$ cat config.mk
export PLATFORM = sky130hd
export DESIGN_NAME = rle_image_decoder_top
export DESIGN_NICKNAME = d
export VERILOG_FILES = /design/src/hdl/rid_pkg.sv /design/src/hdl/rid_fifo.sv /design/src/hdl/rid_front.sv /design/src/hdl/rid_back.sv /design/src/hdl/rle_image_decoder_top.sv
export SDC_FILE = /design/constraint.sdc
export NUM_CORES = 1
export LEC_CHECK = 0
export CAP_MARGIN = 0
export CELL_PAD_IN_SITES_DETAIL_PLACEMENT = 1
export CELL_PAD_IN_SITES_GLOBAL_PLACEMENT = 2
export CORE_MARGIN = 3
export CORE_UTILIZATION = 32
export DETAILED_ROUTE_END_ITERATION = 8
export DONT_BUFFER_PORTS = 1
export PLACE_DENSITY_LB_ADDON = 0.1
export SYNTH_ARGS = -nofsm -noshare
export SYNTH_HDL_FRONTEND = slang
export SYNTH_SLANG_ARGS = --single-unit
$ cat constraint.sdc
create_clock -name clk -period 4.1 [get_ports clk]
set_input_delay 0.41 -clock clk [delete_from_list [all_inputs] [get_ports clk]]
set_output_delay 0.41 -clock clk [all_outputs]
set_load 0.1 [all_outputs]
$ cat src/hdl/rid_pkg.sv
// shared constants and types for the run-length image decoder
package rid_pkg;

  localparam int IMAGE_BYTES = 1024;
  localparam int POS_W       = $clog2(IMAGE_BYTES + 1);
  localparam int CMP_W       = (POS_W > 8) ? POS_W : 8;
  localparam int LEN_W       = 8;
  localparam int CNT_W       = 4;
  localparam int CHUNK_MAX   = 8;
  localparam int REPEAT_BIAS = 3;
  localparam int FIFO_DEPTH  = 4;
  localparam int FIFO_AW     = $clog2(FIFO_DEPTH);

  typedef struct packed {
    logic [7:0]       value;
    logic [LEN_W-1:0] len;
    logic             done;
  } cmd_t;

endpackage

$ cat src/hdl/rid_fifo.sv
// short command queue between the stream parser and the run expander
module rid_fifo import rid_pkg::*; (
  input  logic clk,
  input  logic rst,
  input  logic push,
  input  cmd_t push_data,
  output logic full,
  input  logic pop,
  output cmd_t pop_data,
  output logic not_empty
);

  cmd_t               mem [FIFO_DEPTH];
  logic [FIFO_AW-1:0] wr_ptr;
  logic [FIFO_AW-1:0] rd_ptr;
  logic [FIFO_AW:0]   count;

  assign full      = (count == (FIFO_AW+1)'(FIFO_DEPTH));
  assign not_empty = (count != '0);
  assign pop_data  = mem[rd_ptr];

  always_ff @(posedge clk) begin
    if (push && !full) begin
      mem[wr_ptr] <= push_data;
    end
  end

  always_ff @(posedge clk) begin
    if (rst) begin
      wr_ptr <= '0;
      rd_ptr <= '0;
      count  <= '0;
    end else begin
      if (push && !full) begin
        wr_ptr <= wr_ptr + 1'b1;
      end
      if (pop && not_empty) begin
        rd_ptr <= rd_ptr + 1'b1;
      end
      case ({push && !full, pop && not_empty})
        2'b10:   count <= count + 1'b1;
        2'b01:   count <= count - 1'b1;
        default: count <= count;
      endcase
    end
  end

endmodule

$ cat src/hdl/rid_front.sv
// stream parser: header decode, literal tracking and image position
module rid_front import rid_pkg::*; (
  input  logic       clk,
  input  logic       rst,
  input  logic       in_valid,
  output logic       in_ready,
  input  logic [7:0] in_byte,
  output logic       push,
  output cmd_t       push_data,
  input  logic       full
);

  localparam logic [1:0] PH_HEADER  = 2'd0;
  localparam logic [1:0] PH_LITERAL = 2'd1;
  localparam logic [1:0] PH_REPEAT  = 2'd2;
  localparam logic [1:0] PH_DISCARD = 2'd3;

  logic [1:0]       phase, phase_next;
  logic [LEN_W-1:0] literal_left, literal_left_next;
  logic [LEN_W-1:0] repeat_len, repeat_len_next;
  logic [POS_W-1:0] position, position_next;

  logic             accept;
  logic [POS_W-1:0] pos_inc;
  logic             lit_done;
  logic [CMP_W-1:0] room;
  logic [CMP_W-1:0] len_ext;
  logic [CMP_W-1:0] pos_ext;
  logic             rep_done;

  assign in_ready = !full;
  assign accept   = in_valid && in_ready;

  assign pos_inc  = position + 1'b1;
  assign lit_done = (pos_inc >= POS_W'(IMAGE_BYTES));
  assign pos_ext  = CMP_W'(position);
  assign room     = CMP_W'(IMAGE_BYTES) - pos_ext;
  assign len_ext  = CMP_W'(repeat_len);
  assign rep_done = (len_ext >= room);

  always_comb begin
    phase_next        = phase;
    literal_left_next = literal_left;
    repeat_len_next   = repeat_len;
    position_next     = position;
    push              = 1'b0;
    push_data.value   = in_byte;
    push_data.len     = LEN_W'(1);
    push_data.done    = 1'b0;
    if (accept) begin
      case (phase)
        PH_HEADER: begin
          if (in_byte[7]) begin
            literal_left_next = LEN_W'(~in_byte) + LEN_W'(1);
            phase_next        = PH_LITERAL;
          end else begin
            repeat_len_next = LEN_W'(in_byte) + LEN_W'(REPEAT_BIAS);
            phase_next      = PH_REPEAT;
          end
        end
        PH_DISCARD: begin
          if (literal_left != '0) begin
            literal_left_next = literal_left - 1'b1;
          end
          if (literal_left <= LEN_W'(1)) begin
            phase_next = PH_HEADER;
          end
        end
        PH_LITERAL: begin
          push           = 1'b1;
          push_data.done = lit_done;
          position_next  = lit_done ? '0 : pos_inc;
          if (literal_left != '0) begin
            literal_left_next = literal_left - 1'b1;
          end
          if (literal_left <= LEN_W'(1)) begin
            phase_next = PH_HEADER;
          end else if (lit_done) begin
            phase_next = PH_DISCARD;
          end
        end
        default: begin
          push            = 1'b1;
          push_data.done  = rep_done;
          push_data.len   = rep_done ? LEN_W'(room) : repeat_len;
          position_next   = rep_done ? '0 : POS_W'(pos_ext + len_ext);
          repeat_len_next = '0;
          phase_next      = PH_HEADER;
        end
      endcase
    end
  end

  always_ff @(posedge clk) begin
    if (rst) begin
      phase        <= PH_HEADER;
      literal_left <= '0;
      repeat_len   <= '0;
      position     <= '0;
    end else begin
      phase        <= phase_next;
      literal_left <= literal_left_next;
      repeat_len   <= repeat_len_next;
      position     <= position_next;
    end
  end

endmodule

$ cat src/hdl/rid_back.sv
// run expander: splits each command into chunks of up to eight bytes
module rid_back import rid_pkg::*; (
  input  logic             clk,
  input  logic             rst,
  input  logic             cmd_valid,
  input  cmd_t             cmd,
  output logic             pop,
  output logic             out_valid,
  input  logic             out_ready,
  output logic [7:0]       out_byte,
  output logic [CNT_W-1:0] copies,
  output logic             last_of_input,
  output logic             image_done
);

  logic             active;
  logic [7:0]       value;
  logic [LEN_W-1:0] left;
  logic             done;

  logic             emit;
  logic             is_last;
  logic [CNT_W-1:0] cnt;

  assign emit    = active && (!out_valid || out_ready);
  assign is_last = (left <= LEN_W'(CHUNK_MAX));
  assign cnt     = is_last ? CNT_W'(left) : CNT_W'(CHUNK_MAX);
  assign pop     = cmd_valid && (!active || (emit && is_last));

  always_ff @(posedge clk) begin
    if (pop) begin
      value <= cmd.value;
      left  <= cmd.len;
      done  <= cmd.done;
    end else if (emit) begin
      left <= left - LEN_W'(cnt);
    end
    if (emit) begin
      out_byte      <= value;
      copies        <= cnt;
      last_of_input <= is_last;
      image_done    <= is_last && done;
    end
  end

  always_ff @(posedge clk) begin
    if (rst) begin
      active    <= 1'b0;
      out_valid <= 1'b0;
    end else begin
      if (pop) begin
        active <= 1'b1;
      end else if (emit && is_last) begin
        active <= 1'b0;
      end
      if (emit) begin
        out_valid <= 1'b1;
      end else if (out_ready) begin
        out_valid <= 1'b0;
      end
    end
  end

endmodule

$ cat src/hdl/rle_image_decoder_top.sv
// run-length image decoder top level
// a byte's result passes through the command queue, the expander's command registers and its output registers
// throughput: one input byte per cycle while the command queue has room
// a repeat run is given out in chunks of up to eight bytes, one chunk per cycle while out_ready is high
// reset: synchronous; clears parse phase, image position, queue and output valid
module rle_image_decoder_top import rid_pkg::*; (
  input  logic             clk,
  input  logic             rst,
  input  logic             in_valid,
  output logic             in_ready,
  input  logic [7:0]       in_byte,
  output logic             out_valid,
  input  logic             out_ready,
  output logic [7:0]       out_byte,
  output logic [CNT_W-1:0] copies,
  output logic             last_of_input,
  output logic             image_done
);

  logic push;
  cmd_t push_data;
  logic full;
  logic pop;
  cmd_t pop_data;
  logic not_empty;

  rid_front u_front (
    .clk       (clk),
    .rst       (rst),
    .in_valid  (in_valid),
    .in_ready  (in_ready),
    .in_byte   (in_byte),
    .push      (push),
    .push_data (push_data),
    .full      (full)
  );

  rid_fifo u_fifo (
    .clk       (clk),
    .rst       (rst),
    .push      (push),
    .push_data (push_data),
    .full      (full),
    .pop       (pop),
    .pop_data  (pop_data),
    .not_empty (not_empty)
  );

  rid_back u_back (
    .clk           (clk),
    .rst           (rst),
    .cmd_valid     (not_empty),
    .cmd           (pop_data),
    .pop           (pop),
    .out_valid     (out_valid),
    .out_ready     (out_ready),
    .out_byte      (out_byte),
    .copies        (copies),
    .last_of_input (last_of_input),
    .image_done    (image_done)
  );

endmodule
* Word-level counts from Yosys, hierarchy flattened
Memory sizes are Yosys's and may differ from the RTL's. A register that Yosys moved wholly into a read port is not among the register bits.
Cells that the tools add are included.
** Operators by class
- Bitwise operators :: 3
- Order comparisons :: 4
- Add/subtract/negate cells :: 11
- Equality and inequality tests :: 10
- Mux-type cells :: 31
- Reduce and logical (&&, ||, !) cells :: 27
** Operator list (count)
- 2-to-1 mux 8 bit :: 7
- one-hot mux 8 bit (2 select lines) :: 2
- 2-to-1 mux 11 bit :: 2
- one-hot mux 11 bit (2 select lines) :: 1
- 2-to-1 mux 2 bit :: 6
- adder 11 x 1 -> 11 bit (second input constant) :: 1
- adder 11 x 8 -> 11 bit :: 1
- greater-or-equal comparator 11 bit (second input constant) :: 1
- greater-or-equal comparator 8 x 11 -> 1 bit :: 1
- subtractor 11 bit (first input constant) :: 1
- nonzero test 2 bit :: 5
- 2-to-1 mux 9 bit :: 1
- adder 8 x 1 -> 8 bit (second input constant) :: 1
- adder 8 x 2 -> 8 bit (second input constant) :: 1
- <= comparator 8 x 1 -> 1 bit (second input constant) :: 1
- <= comparator 8 x 4 -> 1 bit (second input constant) :: 1
- 2-to-1 mux 1 bit :: 8
- NOT 8 bit :: 1
- nonzero test 8 bit :: 1
- subtractor 8 x 1 -> 8 bit (second input constant) :: 1
- subtractor 8 x 4 -> 8 bit :: 1
- logical AND 1 bit :: 7
- one-hot mux 2 bit (3 select lines) :: 1
- one-hot mux 3 bit (2 select lines) :: 1
- other kinds (21) :: 32
** Storage, ports and cells
- Input port bits :: 12
- Memories :: 1
- Register bits :: 69
- RAM bits :: 68
** Memories
- u_fifo.mem :: depth 4, bits a word 17, rd ports 1, clocked after Yosys merged registers in 1, write ports 1, RTL line rid_fifo.sv:13 : cmd_t mem [FIFO_DEPTH];

* Logic depth before layout (Yosys ltp)
Gate-level depths: netlist of the first run.
- Word-level depth :: 9
- Depth in mapped cells :: 12

* Hierarchy
Synthesis of the first run repeated with hierarchy kept, for this count alone.
** Unflattened totals
- Cells, all modules :: 592
- Area, all modules :: 7061.8 um^2
** Modules (own cells, without submodules)
- rid_fifo :: times used 1, area an instance 2967.8 um^2, cells an instance 141
- rid_front :: times used 1, area an instance 2738.9 um^2, cells an instance 360
- rid_back :: times used 1, area an instance 1355.0 um^2, cells an instance 91

* Worst setup path before layout of the first run
OpenSTA, ideal clock, no wires.
- Path kind :: register -> register
- Start point :: reg u_fifo.count[0]
- End point :: reg u_fifo.count[2]
- Slack :: 1.143 ns
- Arrival time :: 2.886 ns
- Library setup time :: 0.070 ns
- Buffers on the path :: 1
- Cell stages (with the launch flop) :: 11
- Clock period less this slack :: 2.957 ns
- Required time :: 4.030 ns
- Path through :: dfxtp_1 -> or3b_1 -> and3_1 -> clkbuf_1 -> clkinv_1 -> ha_1 -> inv_1 -> fa_1 -> xor2_1 -> or3_1 -> a21oi_1
** On the way
- Longest elaborated chain between the ends :: 7
- Elaborated cells on any way between the ends :: 14
- Those cells by class :: add/sub (2); eq/ne (3); mux (2); reduce/logical (7)
** RTL lines
- start: declaration :: RTL line rid_fifo.sv:16 : logic [FIFO_AW:0] count;
- start signal: assignment :: RTL line rid_fifo.sv:41 : 2'b10: count <= count + 1'b1;
- start signal: assignment :: RTL line rid_fifo.sv:42 : 2'b01: count <= count - 1'b1;
- start signal: assignment :: RTL line rid_fifo.sv:43 : default: count <= count;
- equality test 3 bit (*) :: RTL line rid_fifo.sv:18 : assign full = (count == (FIFO_AW+1)'(FIFO_DEPTH));
- zero test 1 bit (*) :: RTL line rid_front.sv:31 : assign in_ready = !full;
- via in_ready :: RTL line rle_image_decoder_top.sv:10 : output logic in_ready,
- logical AND 1 bit :: RTL line rid_front.sv:32 : assign accept = in_valid && in_ready;
- 2-to-1 mux 1 bit :: RTL line rid_front.sv:50 : if (accept) begin
- logical AND 1 bit (*) :: RTL line rid_fifo.sv:40 : case ({push && !full, pop && not_empty})
- equality test 2 x 1 -> 1 bit / equality test 2 bit (equally long branches) :: RTL line rid_fifo.sv:40
- one-hot mux 3 bit (2 select lines) / nonzero test 2 bit (equally long branches)
Mark *: on every way through the listed nets, which the timed path passes. The rest lies on a longest branch.
A chain may end at the register's enable or synchronous reset.

==> results of run 1 <==
## logic make-up (layout without fill, tap and decap cells)
group                    count (synthesis)  in the layout
XOR/XNOR                                36             36
multiplexers                            27             27
AND/OR/NAND/NOR                        193            193
flip-flops                             139            139
adder cells (fa/ha/maj)                 33             33
buffers and inverters                   63             73
other                                    1              1
AO/OA/AOI/OAI                          112            112
## registers in the layout, summed over array words and instances (netlist names), 3 cells and up, named ones only
name,cells
u_fifo.mem,68
u_front.pos_ext,11
u_back.left,8
u_back.out_byte,8
u_back.value,8
u_front.literal_left,8
u_front.repeat_len,8
u_back.copies,4
u_fifo.count,3
## worst reg2reg max path, cell delays in order (launching register included)
cell	delay (ns)
dfxtp_1	0.42
or3_4	0.47
nor3_2	0.22
nand2_1	0.10
xnor2_1	0.17
ha_1	0.32
and3_1	0.18
nand4_1	0.19
a32oi_4	0.65
mux2i_1	0.25
nor2b_1	0.27
## per-stage QoR
step	power (mW)	instance area [sq um]	cells	worst slack (ns)
final	5.62	7850	889	0.666
after global routing	5.98	7850	889	0.398
after CTS	5.70	7850	889	0.628
after detailed placement	4.01	7210	857	0.681
after global placement	3.96	7210	857	0.793
after floorplan	3.57	6950	604	1.14
## where the power goes
part / total (mW) / switching [mW] / leakage [nW] / internal, mW
Sequential: 2.41 / 0.539 / 1.27 / 1.87
Clock: 1.67 / 0.679 / 0.317 / 0.995
Combinational: 1.54 / 0.922 / 1.14 / 0.613
Total: 5.62 / 2.14 / 2.72 / 3.48
## synthesized netlist by cell type (2+ instances only)
cell,number,area share (%)
ha_1,31,5.6
buf_6,2,0.32
inv_1,32,1.7
xor2_1,17,2.1
o2111ai_1,4,0.50
or4_1,4,0.43
a311oi_1,2,0.25
nand2b_1,3,0.27
o21ai_0,20,1.4
o31ai_1,2,0.22
clkbuf_1,21,1.1
clkinv_1,2,0.11
nor3_1,16,1.2
nor2b_1,10,0.90
or2_2,2,0.18
nand3_1,22,1.6
or3_1,6,0.54
nor2_1,49,2.6
nand4_1,7,0.63
and2_1,6,0.54
nand2_1,51,2.8
nor3b_1,2,0.22
o21a_1,2,0.22
o211ai_1,6,0.65
buf_2,3,0.22
dfxtp_1,40,12
fa_1,2,0.58
buf_1,2,0.11
and3_1,7,0.63
mux2i_1,9,1.3
mux4_2,17,5.5
a21o_1,3,0.32
a211oi_1,8,0.86
xnor2_1,19,2.4
edfxtp_1,99,43
a31oi_1,8,0.72
o22ai_1,3,0.27
a21oi_1,40,2.9
## how the worst max path moves through the flow
| stage | from | endpoint | slack, ns | cells past startpoint |
|---|---|---|---|---|
| after floorplan | u_fifo.count[0]$_SDFFE_PP0P_ | u_fifo.count[2]$_SDFFE_PP0P_ | 1.14 | 10 |
| after global placement | u_front.pos_ext[2]$_SDFFE_PP0P_ | u_fifo.mem[0][1]$_DFFE_PP_ | 0.79 | 10 |
| after detailed placement | u_front.pos_ext[2]$_SDFFE_PP0P_ | u_fifo.mem[3][5]$_DFFE_PP_ | 0.68 | 10 |
| after CTS | u_front.pos_ext[2]$_SDFFE_PP0P_ | u_fifo.mem[3][5]$_DFFE_PP_ | 0.63 | 10 |
| after global routing | u_front.pos_ext[2]$_SDFFE_PP0P_ | u_fifo.mem[2][4]$_DFFE_PP_ | 0.40 | 10 |
| final | u_front.pos_ext[2]$_SDFFE_PP0P_ | u_fifo.mem[1][5]$_DFFE_PP_ | 0.67 | 10 |
## per-layer routing
metal / track usage [%] / share of wire, % / up-vias
met3: 2.92 / 3.1 / 8
li1: - / - / 2210
met1: 19.2 / 47 / 2298
met2: 24.4 / 49 / 61
met5: 0 / 0 / -
met4: 3.78 / 0.88 / 0
## cell type report
class,instances,area (sq um),share of cell area (%)
sequential,139,3770,48.1
multi-input combinational,402,2910,37.1
clock buffer,17,425,5.42
tap,275,344,4.38
clock inverter,15,214,2.73
inverter,34,128,1.63
timing repair buffer,7,52.6,0.669
==> impl_metrics.py, run 1 <==
metrics = {
    "placed_design": {
        "post-dp-hpwl_um": 11700,
        "routabilityCongestion": 0.762,
        "port_buffers": 0,
    },
    "cts": {
        "cts_hold_buffers": 0,
        "clk_path_buf_depth": 2,
        "cts_tree": "yes",
        "cts_setup_buffers": 0,
        "clk-insertion-delay-late_ns": 0.42,
        "clockRootBuffer": "clkbuf_16",
        "clk_pin_slew_ns": 0.07,
        "cts.sinks": 139,
        "post_cts_resized": 0,
        "cts_max_level": 4,
        "cts_buffers": 17,
    },
    "sta": {
        "rsz0062_at_grt": "no",
        "period_needed_ns": 3.43,
        "min_period_over_period_pct": 83.8,
        "whs_ns": 0.0627,
        "skew_ns": 0.0121,
        "drv_slew": 0,
        "relSlewSlack_pct": 35.2,
        "finalSetupTns_ns": 0,
        "setup_viol": 0,
        "fmax_mhz": 291,
        "worst_pin_slew_ns": 0.972,
        "hold_viol": 0,
    },
    "detailed_routing": {
        "drt-initial-drc-count": 251,
        "first_pass_iters": 4,
        "vias_per_cell": 5.15,
        "wl_um": 16600,
        "drc": 0,
        "drt-wirelength-per-cell_um": 18.7,
        "ant_nets": 0,
        "num_vias": 4577,
    },
    "power_and_ir_drop": {
        "power_density_nw_per_um2": 716,
        "vdd_drop_max_mv": 0.243,
        "p_leak_nw": 2.72,
    },
    "setup_path": {
        "start_kind": "register",
        "worstPathMaxFanout": 16,
        "crit_chain": "or3_4 -> nor3_2 -> nand2_1 -> xnor2_1 -> ha_1 -> and3_1 -> nand4_1 -> a32oi_4 -> mux2i_1 -> nor2b_1",
        "arrival_ns": 3.66,
        "critPathKind": "register to register",
        "cpLargestDelayFamily": "simple AND/OR/NAND/NOR gates",
        "cp.required_ns": 4.32,
        "crit_buf_inv": 0,
        "r2r_cells": 10,
        "r2r-start": "u_front.pos_ext[2]$_SDFFE_PP0P_",
        "crit_slowest_cell": "a32oi_4",
        "timing.rr.end": "u_fifo.mem[1][5]$_DFFE_PP_",
        "end_kind": "register",
        "max_stage_delay_ns": 0.65,
        "reg2reg_slack_ns": 0.67,
    },
    "logic_synthesis": {
        "ys_warn_count": 0,
        "syn_inst": 604,
        "synth_top_family_by_area": "simple AND/OR/NAND/NOR gates",
        "syn_area_sq_um": 6950,
        "synth-compound-area-share_pct": 10.6,
        "synth_xor_area_share_pct": 4.54,
        "async_flop_share_pct": 0,
        "synthSimpleGateAreaFrac_pct": 13.6,
        "synth_cell_types": 63,
        "synthMuxAreaShare_pct": 6.97,
        "mappedNetlistNets": 649,
        "synth_edf_count": 99,
        "synth-seq-cells": 139,
        "synth-seq-area-share_pct": 54.3,
        "avgSynthCellArea_sq_um": 11.5,
        "synthAdderAreaFrac_pct": 6.16,
        "synth_ff_type": "edfxtp_1",
    },
    "die": {
        "io_pins": 28,
        "dieArea_sq_um": 23500,
        "fp.dieH_um": 153,
        "rows": 53,
        "start_util_pct": 32.8,
        "fp.dieW_um": 153,
        "core_region_area_sq_um": 21200,
    },
    "cells_and_area": {
        "layout-drive-gt1-share_pct": 11.6,
        "most-common-layout-cells": "edfxtp_1 (99), nand2_1 (51), nor2_1 (49), a21oi_1 (40), dfxtp_1 (40)",
        "antenna_cells": 0,
        "fin_nets": 646,
        "n_fill_cell": 2296,
        "syn_to_final_growth_pct": 13.0,
        "fin_util_pct": 37.1,
        "final_common_cell": "edfxtp_1",
    },
    "min_path": {
        "worstHoldEndpoint": "u_front.phase[1]$_SDFFE_PP0P_",
        "min_path_cells": 1,
        "hp-start": "rst",
        "hold_path.class": "input port to register",
    },
    "global_routing": {
        "grt_pass1_wl_um": 26800,
        "grt_pass1_vias": 4737,
        "grt_use_total_pct": 14.5,
        "grt_max_degree": 40,
        "grt-ovfl-total": 0,
        "grt_antenna_before_repair": 0,
    },
    "run_status": {
        "status": "finished, final reports clean",
    },
    "job": {
        "drv_cap": 0,
    },
}
No activity file was read; power rests on OpenSTA's default activity.
==> inputs of run 2 (changes only) <==
==> constraint.sdc (replaced) <==
create_clock -name clk -period 3.1 [get_ports clk]
set_input_delay 0.31 -clock clk [delete_from_list [all_inputs] [get_ports clk]]
set_output_delay 0.31 -clock clk [all_outputs]
set_load 0.1 [all_outputs]
==> run 2 against run 1 <==
Against the previous run: first-iteration DRC count rose by 14%; sequential power is 31% higher; register-to-register slack worse by 0.56 ns; critical endpoint is now u_front.pos_ext[0]$_SDFFE_PP0P_; worst hold slack worse by 0.0025 ns; setup slack worse by 0.56 ns; die area stayed put; largest power group unchanged.
==> impl_metrics.py, run 2 (synthesis gave the netlist of run 1 again) <==
metrics = {
    "run_status": {
        "status": "finished, final reports clean",
    },
    "die": {
        "rows": 53,
        "fp.dieW_um": 153,
        "io_pins": 28,
        "start_util_pct": 32.8,
        "fp.dieH_um": 153,
        "core_region_area_sq_um": 21200,
        "dieArea_sq_um": 23500,
    },
    "detailed_routing": {
        "num_vias": 4714,
        "first_pass_iters": 4,
        "wl_um": 17400,
        "drc": 0,
        "drt-wirelength-per-cell_um": 18.9,
        "vias_per_cell": 5.11,
        "drt-initial-drc-count": 286,
        "ant_nets": 0,
    },
    "cts": {
        "cts_buffers": 17,
        "clk_path_buf_depth": 2,
        "cts_max_level": 4,
        "cts_tree": "yes",
        "clockRootBuffer": "clkbuf_16",
        "cts.sinks": 139,
        "clk_pin_slew_ns": 0.07,
        "clk-insertion-delay-late_ns": 0.42,
    },
    "sta": {
        "drv_slew": 0,
        "rsz0062_at_grt": "yes",
        "period_needed_ns": 2.99,
        "skew_ns": 0.0105,
        "fmax_mhz": 334,
        "finalSetupTns_ns": 0,
        "worst_pin_slew_ns": 0.972,
        "min_period_over_period_pct": 96.6,
        "whs_ns": 0.0602,
        "setup_viol": 0,
        "hold_viol": 0,
        "relSlewSlack_pct": 35.2,
    },
    "global_routing": {
        "grt_antenna_before_repair": 0,
        "grt_pass1_vias": 5038,
        "grt_pass1_wl_um": 28000,
        "grt_max_degree": 39,
        "grt_use_total_pct": 15.3,
        "grt-ovfl-total": 0,
    },
    "power_and_ir_drop": {
        "p_leak_nw": 2.87,
        "vdd_drop_max_mv": 0.345,
        "power_density_nw_per_um2": 921,
    },
    "setup_path": {
        "arrival_ns": 3.32,
        "critPathKind": "register to register",
        "r2r_cells": 11,
        "cp.required_ns": 3.43,
        "crit_chain": "or3_4 -> nor3b_2 -> xor2_1 -> ha_1 -> and3_4 -> a21oi_2 -> a32oi_4 -> buf_4 -> buf_4 -> o32a_2 -> a211oi_1",
        "r2r-start": "u_front.pos_ext[2]$_SDFFE_PP0P_",
        "reg2reg_slack_ns": 0.11,
        "cp_common_cell": "buf_4",
        "cp-startpoint": "u_front.pos_ext[2]$_SDFFE_PP0P_",
        "worstPathMaxFanout": 5,
        "start_kind": "register",
        "max_stage_delay_ns": 0.43,
        "crit_slowest_cell": "or3_4",
        "timing.rr.end": "u_front.pos_ext[0]$_SDFFE_PP0P_",
        "end_kind": "register",
    },
    "cells_and_area": {
        "fin_nets": 680,
        "antenna_cells": 0,
        "largest_reg_flops": 68,
        "regMostFlops": "u_fifo.mem",
        "final_common_cell": "edfxtp_1",
        "syn_to_final_growth_pct": 17.5,
        "layout-drive-gt1-share_pct": 16.5,
        "n_fill_cell": 2276,
        "most-common-layout-cells": "edfxtp_1 (99), nand2_1 (51), nor2_1 (48), dfxtp_1 (40), a21oi_1 (39)",
    },
    "min_path": {
        "hp-start": "rst",
        "min_path_cells": 1,
        "hold_path.class": "input port to register",
        "worstHoldEndpoint": "u_front.pos_ext[9]$_SDFFE_PP0P_",
    },
    "placed_design": {
        "routabilityCongestion": 0.768,
        "port_buffers": 0,
        "post-dp-hpwl_um": 12300,
    },
    "job": {
        "drv_cap": 0,
    },
}
run 2: layer usage:
| metal | GRT usage, % | up-vias | share of wire [%] |
|---|---|---|---|
| met5 | 0 | - | 0 |
| met1 | 19.4 | 2362 | 47 |
| li1 | - | 2271 | - |
| met4 | 4.92 | 0 | 1.8 |
| met2 | 26.1 | 62 | 49 |
| met3 | 3.54 | 19 | 2.3 |
run 2: where the power goes:
part | internal, mW | switching [mW] | total (mW)
Sequential | 2.48 | 0.674 | 3.15
Combinational | 0.996 | 1.35 | 2.34
Clock | 1.09 | 0.932 | 2.02
run 2: cell type report:
type	count	area [sq um]	area share [%]
Sequential cell	139	3770	46.2
Tap cell	275	344	4.22
Inverter	34	128	1.56
Clock inverter	15	169	2.07
Clock buffer	17	425	5.21
Timing Repair Buffer	41	357	4.37
Multi-Input combinational cell	402	2970	36.3
run 2: how the worst max path moves through the flow:
stage | end | slack (ns) | depth (start not counted)
6_report | u_front.pos_ext[0]$_SDFFE_PP0P_ | 0.11 | 11
5_1_grt | u_front.pos_ext[0]$_SDFFE_PP0P_ | -0.03 | 12
2_1_floorplan | u_fifo.count[2]$_SDFFE_PP0P_ | 0.14 | 10
3_3_place_gp | u_fifo.mem[0][1]$_DFFE_PP_ | 0.07 | 10
3_5_place_dp | u_fifo.mem[2][5]$_DFFE_PP_ | -0.08 | 10
4_1_cts | u_fifo.mem[0][3]$_DFFE_PP_ | 0.05 | 11
run 2: per-stage QoR:
stage | cell area (sq um) | power (mW) | utilization (%) | cells | setup slack [ns]
finish | 8160 | 7.51 | 38.6 | 923 | 0.106
global route | 8160 | 8.00 | 38.6 | 923 | -0.0273
CTS | 8100 | 7.53 | 38.3 | 922 | 0.0550
detailed placement | 7350 | 5.46 | 34.7 | 875 | -0.0848
global placement | 7350 | 5.40 | 34.7 | 875 | 0.0699
floorplan | 6950 | 4.72 | - | 604 | 0.143
run 2: what timing repair did:
| action | in CTS | in global routing |
|---|---|---|
| hold buffers | 9 | 0 |
| pin swaps | 1 | 2 |
| hold endpoints to repair | 71 | 0 |
| setup buffers | 6 | 1 |
| setup endpoints to repair | 29 | 34 |
| gates resized for setup | 1 | 13 |
run 2: worst max-delay path: cells and delay by family (launching register included):
kind | cells | cell delay (ns)
compound gates | 4 | 0.91
xor+xnor | 1 | 0.24
fa+ha+maj | 1 | 0.29
buf+inv | 2 | 0.32
flops | 1 | 0.32
simple gates | 3 | 0.82
==> inputs of run 3 (changes only) <==
--- a/config.mk
+++ b/config.mk
@@ -5,11 +5,13 @@
 export SDC_FILE = /design/constraint.sdc
 export NUM_CORES = 1
 export LEC_CHECK = 0
+export ABC_AREA = 1
 export CAP_MARGIN = 0
 export CELL_PAD_IN_SITES_DETAIL_PLACEMENT = 1
 export CELL_PAD_IN_SITES_GLOBAL_PLACEMENT = 2
 export CORE_MARGIN = 3
 export CORE_UTILIZATION = 32
+export CTS_BUF_LIST = sky130_fd_sc_hd__clkbuf_16
 export DETAILED_ROUTE_END_ITERATION = 8
 export DONT_BUFFER_PORTS = 1
 export PLACE_DENSITY_LB_ADDON = 0.1
==> run 3 against run 2 <==
Against the previous run: wire length up 13%; clock skew up 0.0027 ns; critical path depth up 5; sequential power up 6%; register-to-register slack better by 0.22 ns; first-iteration DRC count down 14%; sequential cell count unchanged; global-route usage up 1.4 points; final cell count up 23%; die area up 4.2%; critical endpoint is now u_fifo.mem[0][1]$_DFFE_PP_; largest power group unchanged.
==> impl_metrics.py, run 3 <==
metrics = {
    "run_status": {
        "status": "finished, final reports clean",
    },
    "power_and_ir_drop": {
        "power_density_nw_per_um2": 1020,
        "p_seq_share_pct": 39.2,
        "p_sw_share_pct": 44.4,
        "vdd_drop_max_mv": 0.409,
        "p_leak_nw": 3.49,
        "clkPwrFrac_pct": 24.6,
        "p_int_mw": 4.71,
        "comb_power_share_pct": 36.2,
        "p_sw_mw": 3.76,
    },
    "cts": {
        "cts_tree": "yes",
        "clockRootBuffer": "clkbuf_16",
        "cts_max_level": 4,
        "cts_buffers": 17,
        "clk_path_buf_depth": 2,
        "clk-insertion-delay-late_ns": 0.43,
        "clk_pin_slew_ns": 0.07,
        "cts.sinks": 139,
    },
    "global_routing": {
        "grt_use_total_pct": 16.8,
        "grt_pass1_vias": 5868,
        "grt_antenna_before_repair": 0,
        "grt-ovfl-total": 0,
        "grt_pass1_wl_um": 31800,
        "grt_max_degree": 33,
    },
    "sta": {
        "hold_viol": 0,
        "fmax_mhz": 361,
        "worst_pin_slew_ns": 1.18,
        "setup_ws_ns": 0.330,
        "setup_viol": 0,
        "drv_slew": 0,
        "rsz0062_at_grt": "no",
        "skew_ns": 0.0132,
        "min_period_over_period_pct": 89.4,
        "whs_ns": 0.0371,
        "relSlewSlack_pct": 20.4,
        "finalSetupTns_ns": 0,
        "period_needed_ns": 2.77,
    },
    "logic_synthesis": {
        "synth_cell_types": 39,
        "synth_ff_type": "edfxtp_1",
        "mappedNetlistNets": 868,
        "synth.top_cell.area_share_pct": 41.0,
        "async_flop_share_pct": 0,
        "syn_area_sq_um": 7250,
        "ys_top_cells_by_count": "nand2_1 (132), inv_1 (114), nor2_1 (102), edfxtp_1 (99), o21ai_0 (75)",
        "yosysMostFrequentCell": "nand2_1",
        "synth_top_area_cell": "edfxtp_1",
        "ys_warn_count": 0,
        "synth-seq-cells": 139,
        "avgSynthCellArea_sq_um": 8.80,
        "synth_edf_count": 99,
        "synth.area.top_cells": "edfxtp_1 (41%), dfxtp_1 (11%), nand2_1 (6.8%), inv_1 (5.9%), ha_1 (5.4%)",
        "syn_inst": 823,
        "synth-seq-area-share_pct": 52.1,
    },
    "detailed_routing": {
        "wl_met1_um": 9410,
        "drc": 0,
        "drt-wirelength-per-cell_um": 17.2,
        "highest_layer": "met4",
        "vias_per_cell": 4.90,
        "met2_length_um": 9590,
        "wl_met3_um": 405,
        "drt-initial-drc-count": 247,
        "num_vias": 5581,
        "ant_nets": 0,
        "first_pass_iters": 4,
        "wl_um": 19600,
    },
    "setup_path": {
        "arrival_ns": 2.96,
        "end_kind": "register",
        "cp.required_ns": 3.29,
        "r2r_cells": 16,
        "start_kind": "register",
        "critPathKind": "register to register",
        "worstPathMaxFanout": 13,
    },
    "cells_and_area": {
        "design_area_sq_um": 8310,
        "antenna_cells": 0,
        "regMostFlops": "u_fifo.mem",
        "most-common-layout-cells": "nand2_1 (132), inv_1 (114), nor2_1 (101), edfxtp_1 (99), o21ai_0 (75)",
        "largest_reg_flops": 68,
        "final_common_cell": "nand2_1",
        "fin_nets": 890,
        "syn_to_final_growth_pct": 14.6,
        "n_fill_cell": 2554,
        "layout-drive-gt1-share_pct": 10.6,
    },
    "die": {
        "io_pins": 28,
        "fp.dieW_um": 156,
        "dieArea_sq_um": 24500,
        "core_region_area_sq_um": 22000,
        "start_util_pct": 32.9,
        "rows": 54,
        "fp.dieH_um": 156,
    },
    "min_path": {
        "min_path_cells": 3,
        "hold_path.class": "input port to register",
    },
    "placed_design": {
        "place_area_sq_um": 7610,
        "routabilityCongestion": 0.802,
        "post-dp-hpwl_um": 13800,
        "port_buffers": 0,
        "place_worst_setup_slack_ns": 0.317,
    },
    "job": {
        "drv_cap": 0,
    },
}
-- run 3: changes by cell type after synthesis, moves of 12 or more --
cell / before / now
nand3_1: 22 / 51
inv_1: 32 / 114
o21ai_0: 20 / 75
nor2_1: 49 / 102
mux4_2: 17 / 0
xnor2_1: 19 / 0
nor3_1: 16 / 3
nand2_1: 51 / 132
o22ai_1: 3 / 15
-- run 3: final cells by class --
cell class | count | area, sq um | area share [%]
multi-input cells | 538 | 2900 | 34.9
inverters | 123 | 462 | 5.56
flip-flops and latches | 139 | 3770 | 45.4
clock inverters | 15 | 175 | 2.11
repair buffers | 26 | 218 | 2.62
well taps | 280 | 350 | 4.22
clock buffers | 17 | 425 | 5.12
-- run 3: power by group through the flow --
stage | registers, mW | logic [mW] | clock network, mW
after CTS | 3.34 | 3.12 | 2.15
after global placement | 3.35 | 3.00 | 0
after global routing | 3.39 | 3.54 | 2.22
after detailed placement | 3.37 | 3.08 | 0
after floorplan | 3.30 | 2.24 | 0
final | 3.33 | 3.07 | 2.08
-- run 3: timing repair --
action                                 in CTS  in global routing
setup buffers                               0                  0
endpoints found under the hold margin      46                  0
hold buffers                                9                  0
resized for setup                           0                  1
setup endpoints to repair                   0                  4
-- run 3: cells by family after synthesis --
logic type	share of synthesized area (%)
AO/OA/AOI/OAI	12.6
adder cells (fa/ha/maj)	5.91
other	0.0518
buffers and inverters	7.91
XOR/XNOR	2.05
flip-flops	52.1
AND/OR/NAND/NOR	19.4
-- run 3: worst paths after layout --
kind	start	end	slack (ns)
worst max register to register	u_front.pos_ext[0]$_SDFFE_PP0P_	u_fifo.mem[0][1]$_DFFE_PP_	0.33
worst max-delay path	u_front.pos_ext[0]$_SDFFE_PP0P_	u_fifo.mem[0][1]$_DFFE_PP_	0.33
worst min register to register	u_back.value[1]$_DFFE_PN_	u_back.out_byte[1]$_DFFE_PP_	0.42
worst min-delay path	rst	u_front.literal_left[7]$_SDFFE_PP0P_	0.04
-- run 3: per-stage QoR --
stage          utilization (%)  std cells  power (mW)
2_1_floorplan                -        823        5.54
3_3_place_gp              34.6       1097        6.36
3_5_place_dp              34.6       1097        6.46
4_1_cts                   37.7       1138        8.60
5_1_grt                   37.7       1138        9.14
6_report                  37.7       1138        8.48
-- run 3: metal layers --
metal	GRT usage (%)	up-vias
met5	0	-
met4	4.42	0
met3	3.13	14
met2	29.1	71
met1	21.6	2699
li1	-	2797
-- run 3: critical path, cell delays in order (launching register included) --
cell	delay (ns)
dfxtp_1	0.43
inv_1	0.09
ha_1	0.23
nand2_1	0.14
nor2_2	0.06
xor2_1	0.19
ha_1	0.28
nand2_1	0.10
inv_1	0.06
a21oi_1	0.16
nand3_1	0.09
nand2_1	0.07
nand3_1	0.09
nand2_2	0.09
buf_4	0.20
a21oi_1	0.08
o21ai_0	0.17
